`config.mk`:
```
export PLATFORM = sky130hd
export DESIGN_NAME = command_line_tokenizer
export DESIGN_NICKNAME = d
export VERILOG_FILES = /design/src/rtl/clt_pkg.sv /design/src/rtl/command_line_tokenizer.sv /design/src/rtl/clt_parser.sv /design/src/rtl/clt_out_queue.sv
export SDC_FILE = /design/constraint.sdc
export NUM_CORES = 1
export LEC_CHECK = 0
export BUFFER_PORTS_ARGS = -buffer_cell sky130_fd_sc_hd__buf_2
export CAP_MARGIN = 10
export CELL_PAD_IN_SITES_DETAIL_PLACEMENT = 0
export CELL_PAD_IN_SITES_GLOBAL_PLACEMENT = 1
export CORE_MARGIN = 2
export CORE_UTILIZATION = 48
export DETAILED_ROUTE_END_ITERATION = 12
export PLACE_DENSITY = 0.78
export SLEW_MARGIN = 25
export SYNTH_ARGS = -nofsm -noshare
export SYNTH_HDL_FRONTEND = slang
export SYNTH_SLANG_ARGS = --single-unit
export TNS_END_PERCENT = 1
```
`constraint.sdc`:
```
create_clock -name clk -period 3.2 [get_ports clk]
set_input_delay 0.8 -clock clk [delete_from_list [all_inputs] [get_ports clk]]
set_output_delay 0.8 -clock clk [all_outputs]
set_load 0.02 [all_outputs]
```
`src/rtl/clt_pkg.sv`:
```
package clt_pkg;

    localparam logic [7:0] CH_BACKSLASH = 8'h5C;
    localparam logic [7:0] CH_QUOTE     = 8'h22;
    localparam logic [7:0] CH_SPACE     = 8'h20;
    localparam logic [7:0] CH_TAB       = 8'h09;
    localparam logic [7:0] CH_NUL       = 8'h00;

    localparam logic [1:0] KIND_BYTE  = 2'd0;
    localparam logic [1:0] KIND_TEND  = 2'd1;
    localparam logic [1:0] KIND_CEND  = 2'd2;
    localparam logic [1:0] KIND_ERROR = 2'd3;

    localparam logic [1:0] ERR_NONE         = 2'd0;
    localparam logic [1:0] ERR_UNESCAPED    = 2'd1;
    localparam logic [1:0] ERR_UNTERMINATED = 2'd2;

    localparam int QUEUE_DEPTH = 4;
    localparam int QUEUE_AW    = $clog2(QUEUE_DEPTH);

    typedef enum logic [2:0] {
        MODE_BETWEEN = 3'b001,
        MODE_PLAIN   = 3'b010,
        MODE_QUOTED  = 3'b100
    } mode_t;

    typedef struct packed {
        logic [1:0] kind;
        logic [7:0] data;
        logic [1:0] err;
    } result_t;

    typedef struct packed {
        logic [1:0] count;
        result_t    first;
        result_t    second;
    } push_t;

    function automatic result_t mk_result(logic [1:0] kind, logic [7:0] data, logic [1:0] err);
        result_t r;
        r.kind = kind;
        r.data = data;
        r.err  = err;
        return r;
    endfunction

endpackage

```
`src/rtl/command_line_tokenizer.sv`:
```
// Command line tokenizer: splits a NUL-terminated command string into tokens.
// Input channel: one byte per word on in_byte, handshake in_valid / in_stall.
// Output channel: one result word per handshake on kind, out_byte and
// error_code, handshake out_valid / out_stall. kind gives token byte, token
// end, command end or syntax error.
// Each input byte gives zero, one or two result words.
// Throughput: one input byte per cycle while the receiver does not stall and
// each byte gives at most one result; the two results of a byte that gives
// two (NUL ending a plain token) share the single output port in turn.
// A byte is captured in the input register, then parsed into a four-entry
// result queue (held while the queue lacks room), whose head is offered.
// Reset: rst_n clears the parse state to between tokens and empties the
// queue; no input is held.
// When the receiver stalls, result words collect in the queue; in_stall rises
// while a byte waits and fewer than two free entries remain; no word is lost.
module command_line_tokenizer (
    input  logic        clk,
    input  logic        rst_n,
    input  logic        in_valid,
    output logic        in_stall,
    input  logic [7:0]  in_byte,
    output logic        out_valid,
    input  logic        out_stall,
    output logic [1:0]  kind,
    output logic [7:0]  out_byte,
    output logic [1:0]  error_code
);
    import clt_pkg::*;

    logic       in_valid_reg, in_valid_next;
    logic [7:0] in_byte_reg;
    logic       room;
    logic       step;
    logic       accept;
    push_t      push;
    result_t    head;

    assign step     = in_valid_reg && room;
    assign in_stall = in_valid_reg && !room;
    assign accept   = in_valid && !in_stall;

    always_comb
    begin
        in_valid_next = in_valid_reg;
        if (accept)
        begin
            in_valid_next = 1'b1;
        end
        else if (step)
        begin
            in_valid_next = 1'b0;
        end
    end

    always_ff @(posedge clk or negedge rst_n)
    begin
        if (!rst_n)
        begin
            in_valid_reg <= 1'b0;
        end
        else
        begin
            in_valid_reg <= in_valid_next;
        end
    end

    always_ff @(posedge clk)
    begin
        if (accept)
        begin
            in_byte_reg <= in_byte;
        end
    end

    clt_parser u_parser (
        .clk     (clk),
        .rst_n   (rst_n),
        .step    (step),
        .byte_in (in_byte_reg),
        .push    (push)
    );

    clt_out_queue u_queue (
        .clk        (clk),
        .rst_n      (rst_n),
        .push       (push),
        .room       (room),
        .head_valid (out_valid),
        .head_stall (out_stall),
        .head       (head)
    );

    assign kind       = head.kind;
    assign out_byte   = head.data;
    assign error_code = head.err;

endmodule

```
`src/rtl/clt_parser.sv`:
```
module clt_parser (
    input  logic            clk,
    input  logic            rst_n,
    input  logic            step,
    input  logic [7:0]      byte_in,
    output clt_pkg::push_t  push
);
    import clt_pkg::*;

    mode_t mode_reg, mode_next;
    logic  esc_reg, esc_next;
    logic  has_reg, has_next;
    push_t res;

    always_comb
    begin
        mode_next = mode_reg;
        esc_next  = esc_reg;
        has_next  = has_reg;
        res       = '0;
        case (mode_reg)
            MODE_PLAIN:
            begin
                if (byte_in == CH_NUL)
                begin
                    res.count  = 2'd2;
                    res.first  = mk_result(KIND_TEND, CH_NUL, ERR_NONE);
                    res.second = mk_result(KIND_CEND, CH_NUL, ERR_NONE);
                    mode_next  = MODE_BETWEEN;
                    esc_next   = 1'b0;
                    has_next   = 1'b0;
                end
                else if (esc_reg)
                begin
                    esc_next  = 1'b0;
                    res.count = 2'd1;
                    res.first = mk_result(KIND_BYTE, byte_in, ERR_NONE);
                end
                else if (byte_in == CH_QUOTE)
                begin
                    res.count = 2'd1;
                    res.first = mk_result(KIND_ERROR, CH_NUL, ERR_UNESCAPED);
                    mode_next = MODE_BETWEEN;
                    esc_next  = 1'b0;
                    has_next  = 1'b0;
                end
                else if (byte_in inside {CH_SPACE, CH_TAB})
                begin
                    res.count = 2'd1;
                    res.first = mk_result(KIND_TEND, CH_NUL, ERR_NONE);
                    mode_next = MODE_BETWEEN;
                    esc_next  = 1'b0;
                    has_next  = 1'b0;
                end
                else
                begin
                    esc_next  = (byte_in == CH_BACKSLASH);
                    res.count = 2'd1;
                    res.first = mk_result(KIND_BYTE, byte_in, ERR_NONE);
                end
            end
            MODE_QUOTED:
            begin
                if (byte_in == CH_NUL)
                begin
                    res.count = 2'd1;
                    res.first = mk_result(KIND_ERROR, CH_NUL, ERR_UNTERMINATED);
                    mode_next = MODE_BETWEEN;
                    esc_next  = 1'b0;
                    has_next  = 1'b0;
                end
                else if (esc_reg)
                begin
                    esc_next  = 1'b0;
                    has_next  = 1'b1;
                    res.count = 2'd1;
                    res.first = mk_result(KIND_BYTE, byte_in, ERR_NONE);
                end
                else if (byte_in == CH_QUOTE)
                begin
                    res.count = {1'b0, has_reg};
                    res.first = mk_result(KIND_TEND, CH_NUL, ERR_NONE);
                    mode_next = MODE_BETWEEN;
                    esc_next  = 1'b0;
                    has_next  = 1'b0;
                end
                else
                begin
                    esc_next  = (byte_in == CH_BACKSLASH);
                    has_next  = 1'b1;
                    res.count = 2'd1;
                    res.first = mk_result(KIND_BYTE, byte_in, ERR_NONE);
                end
            end
            default:
            begin
                esc_next = 1'b0;
                has_next = 1'b0;
                if (byte_in == CH_NUL)
                begin
                    res.count = 2'd1;
                    res.first = mk_result(KIND_CEND, CH_NUL, ERR_NONE);
                    mode_next = MODE_BETWEEN;
                end
                else if (byte_in inside {CH_SPACE, CH_TAB})
                begin
                    mode_next = MODE_BETWEEN;
                end
                else if (byte_in == CH_QUOTE)
                begin
                    mode_next = MODE_QUOTED;
                end
                else
                begin
                    mode_next = MODE_PLAIN;
                    esc_next  = (byte_in == CH_BACKSLASH);
                    res.count = 2'd1;
                    res.first = mk_result(KIND_BYTE, byte_in, ERR_NONE);
                end
            end
        endcase
    end

    always_ff @(posedge clk or negedge rst_n)
    begin
        if (!rst_n)
        begin
            mode_reg <= MODE_BETWEEN;
            esc_reg  <= 1'b0;
            has_reg  <= 1'b0;
        end
        else if (step)
        begin
            mode_reg <= mode_next;
            esc_reg  <= esc_next;
            has_reg  <= has_next;
        end
    end

    always_comb
    begin
        push = res;
        if (!step)
        begin
            push.count = 2'd0;
        end
    end

endmodule

```
`src/rtl/clt_out_queue.sv`:
```
module clt_out_queue (
    input  logic              clk,
    input  logic              rst_n,
    input  clt_pkg::push_t    push,
    output logic              room,
    output logic              head_valid,
    input  logic              head_stall,
    output clt_pkg::result_t  head
);
    import clt_pkg::*;

    result_t               entry_reg [QUEUE_DEPTH];
    logic [QUEUE_AW-1:0]   wr_ptr_reg, wr_ptr_next;
    logic [QUEUE_AW-1:0]   rd_ptr_reg, rd_ptr_next;
    logic [QUEUE_AW:0]     count_reg, count_next;
    logic                  pop;
    logic [QUEUE_AW-1:0]   wr_ptr_inc;

    assign head_valid = (count_reg != '0);
    assign head       = entry_reg[rd_ptr_reg];
    assign pop        = head_valid && !head_stall;
    assign room       = (count_reg <= (QUEUE_AW + 1)'(QUEUE_DEPTH - 2));
    assign wr_ptr_inc = wr_ptr_reg + 1'b1;

    always_comb
    begin
        wr_ptr_next = wr_ptr_reg + QUEUE_AW'(push.count);
        rd_ptr_next = rd_ptr_reg + QUEUE_AW'(pop);
        count_next  = count_reg + (QUEUE_AW + 1)'(push.count) - (QUEUE_AW + 1)'(pop);
    end

    always_ff @(posedge clk or negedge rst_n)
    begin
        if (!rst_n)
        begin
            wr_ptr_reg <= '0;
            rd_ptr_reg <= '0;
            count_reg  <= '0;
        end
        else
        begin
            wr_ptr_reg <= wr_ptr_next;
            rd_ptr_reg <= rd_ptr_next;
            count_reg  <= count_next;
        end
    end

    always_ff @(posedge clk)
    begin
        if (push.count != 2'd0)
        begin
            entry_reg[wr_ptr_reg] <= push.first;
        end
        if (push.count == 2'd2)
        begin
            entry_reg[wr_ptr_inc] <= push.second;
        end
    end

endmodule

```
==> flow_metrics.py <==
metrics = {
    "global_route": {
        "grt_pass1_vias": 2307,
        "grt_max_degree": 16,
        "antenna_found_initial": 0,
        "grt_use_total": 0.216,
        "overflow": 0,
        "grt_pass1_wl_mm": 12.2,
    },
    "power": {
        "power_density_mw_per_mm2": 1020,
        "total_power_mw": 3.79,
        "total_leakage_power_nw": 1.55,
        "peakVddDrop_mv": 0.485,
    },
    "floorplan": {
        "die_h_um": 87.4,
        "core_area_sq_mm": 0.00676,
        "fp.dieW_um": 87.4,
        "ioPinCount": 26,
        "num_rows": 30,
        "dieArea_sq_mm": 0.00764,
        "start_util": 0.494,
    },
    "final_layout": {
        "antenna_cells": 0,
        "ff_latch_area_sq_mm": 0.00157,
        "drive_above_1_share": 0.255,
        "multi_input_area_sq_mm": 0.00161,
        "largest_reg_flops": 48,
        "syn2layout_area_growth_pct": 11.6,
        "nFillCells": 615,
        "fin_area_sq_mm": 0.00373,
        "nNetsFinal": 342,
    },
    "detailed_routing": {
        "routed_via_density": 5.96,
        "wl_per_cell_um": 18.4,
        "postRouteWirelength_mm": 7.54,
        "drc": 0,
        "antenna_left": 0,
        "dr.pass1.iters": 4,
        "first_iter_violations": 206,
        "vias": 2439,
    },
    "yosys": {
        "synth.most_common_cell": "dfxtp_1",
        "syn_inst": 298,
        "synth_area_sq_mm": 0.00334,
        "yosys.area.top_type": "dfxtp_1",
        "synth_area_leaders": "dfxtp_1 26%, edfxtp_1 11%, dfrtp_1 9.0%",
        "yosys-top-cells-count": "44 x dfxtp_1, 32 x nand2_1, 16 x mux2i_1",
        "synth_top_area_frac": 0.264,
        "yosys_warnings": 0,
        "avgSynthCellArea_sq_um": 11.2,
        "yosys.cell_types.count": 63,
        "synth-async-reset-ratio": 0.188,
        "ys_ff_latch": 69,
        "synth_seq_area_share": 0.469,
        "synth-edff-count": 12,
        "synth.net_count": 316,
        "synth_flop_cell": "dfxtp_1",
    },
    "clock_network": {
        "cts_made_buffers": 9,
        "clk-insertion-delay-late_ps": 350,
        "hold_buffers": 0,
        "htreeDepth": 3,
        "cts_setup_buffers": 0,
        "clockRootBuffer": "clkbuf_8",
        "clockBufferDepth": 2,
        "clk_pin_slew_worst_paths_ps": 80,
        "ctsResizeCount": 0,
        "cts_sinks": 69,
        "tritoncts": "yes",
    },
    "timing": {
        "slew_viol_final": 0,
        "fin_crit_ps": 2760,
        "hold_viol": 0,
        "fmax_mhz": 362,
        "setup_violations": 0,
        "slew_headroom": 0.559,
        "clock_skew_ps": 9.03,
        "fin_setup_tns_ps": 0,
        "rsz0062_at_grt": "no",
        "worst_slew_pin_slew_ps": 661,
        "period_share": 0.863,
    },
    "worst_setup_path": {
        "criticalPathCategory": "register to register",
        "critical-path-max-stage-delay_ps": 630,
        "critPathMaxFanout": 7,
        "cp_slowest_cell": "or4_1",
        "endpoint_kind": "register",
        "critical_path_required_ps": 3470,
        "cp.arrival_ps": 3030,
        "path_cells": "or4_1 > buf_4 > o31ai_4 > o21ai_2 > o21a_1 > ha_1 > inv_1 > fa_1 > xor2_1 > xnor2_1",
        "cp-start-kind": "register",
    },
    "status": {
        "status": "complete, no violations",
    },
    "place": {
        "io_buffers": 25,
        "dpl_cell_area_sq_mm": 0.00354,
        "dp_hpwl_mm": 5.44,
        "routabilityCongestion": 0.880,
    },
    "job": {
        "maxCapViolations": 0,
    },
    "hold_path": {
        "holdCritPathClass": "primary input to async pin",
    },
}
where the power goes:
part	total [mW]	internal (mW)	switching [mW]	leakage (nW)
sequential	1.51	1.20	0.310	0.631
clock	0.689	0.354	0.335	0.0903
combinational	1.59	0.719	0.873	0.832
final cells by class:
class	count	share of cell area
Clock buffer	9	0.0332
Clock inverter	7	0.0178
Inverter	17	0.0171
Multi-Input combinational cell	192	0.431
Sequential cell	69	0.420
Tap cell	80	0.0268
Timing Repair Buffer	35	0.0537
kinds of logic after synthesis:
group           Yosys count  synth area share
simple gates             84             0.136
flops                    69             0.469
mux                      32             0.142
xor+xnor                  5            0.0131
buf+inv                  37            0.0509
fa+ha+maj                 6            0.0247
compound gates           65             0.164
stage by stage:
step / instances / setup WS [ps] / hold slack (ps) / util
final: 409 / 438 / 322 / 0.552
after global routing: 409 / 283 / 337 / 0.552
after global placement: 393 / 524 / 440 / 0.524
after CTS: 409 / 412 / 326 / 0.552
after detailed placement: 393 / 425 / 447 / 0.524
after floorplan: 298 / 412 / 427 / -
metal layers:
metal,global-route usage,share of wire,up-vias
li1,-,-,1164
met1,0.300,0.47,1200
met2,0.325,0.46,62
met3,0.0588,0.050,13
met4,0.0741,0.015,0
met5,0,0,-
worst max-delay path: cells and delay by family, from the launching register on:
family / cells / cell delay (ps)
AOI/OAI and AO/OA: 3 / 650
and+or+nand+nor: 1 / 630
DFF: 1 / 440
adders and majority gates: 2 / 380
xor gates and xnor gates: 2 / 300
buffers and inverters: 2 / 280
placed cells by master, fill, tap and decap left out, types with 2 or more instances in the layout:
master	n
a211oi_1	2
a21o_1	2
a21oi_1	5
a22o_1	12
a32oi_2	2
a41oi_1	2
and2_1	2
and3_1	3
buf_2	25
buf_4	10
clkbuf_8	9
clkinv_1	4
clkinvlp_4	2
dfrtp_1	12
dfxtp_1	44
edfxtp_1	12
ha_1	5
inv_1	15
mux2_2	4
mux2i_1	16
mux4_2	12
nand2_1	32
nand2b_1	3
nand3_1	10
nor2_1	10
nor3_1	2
o211ai_1	4
o211ai_2	2
o21ai_0	6
o22ai_1	2
o2bb2ai_1	12
o31ai_1	3
or2_2	2
or3_1	2
or3b_2	3
or4_1	2
or4bb_1	2
xnor2_1	2
xor2_1	3
worst paths after layout:
path / start / slack, ps / depth (start not counted) / end
min reg2reg: u_queue.entry_reg[2][1]$_SDFFE_PP0P_ / 460 / 2 / u_queue.entry_reg[2][1]$_SDFFE_PP0P_
min: rst_n / 320 / 1 / u_queue.rd_ptr_reg[1]$_DFF_PN0_
min in group clk: u_queue.entry_reg[2][1]$_SDFFE_PP0P_ / 460 / 2 / u_queue.entry_reg[2][1]$_SDFFE_PP0P_
max: in_byte_reg[4]$_DFFE_PP_ / 440 / 10 / u_queue.count_reg[2]$_DFF_PN0_
max in group asynchronous: rst_n / 2580 / 1 / u_parser.mode_reg[0]$_DFFE_PN1P_
max reg2reg: in_byte_reg[4]$_DFFE_PP_ / 440 / 10 / u_queue.count_reg[2]$_DFF_PN0_
No activity file was read; power rests on OpenSTA's default activity.
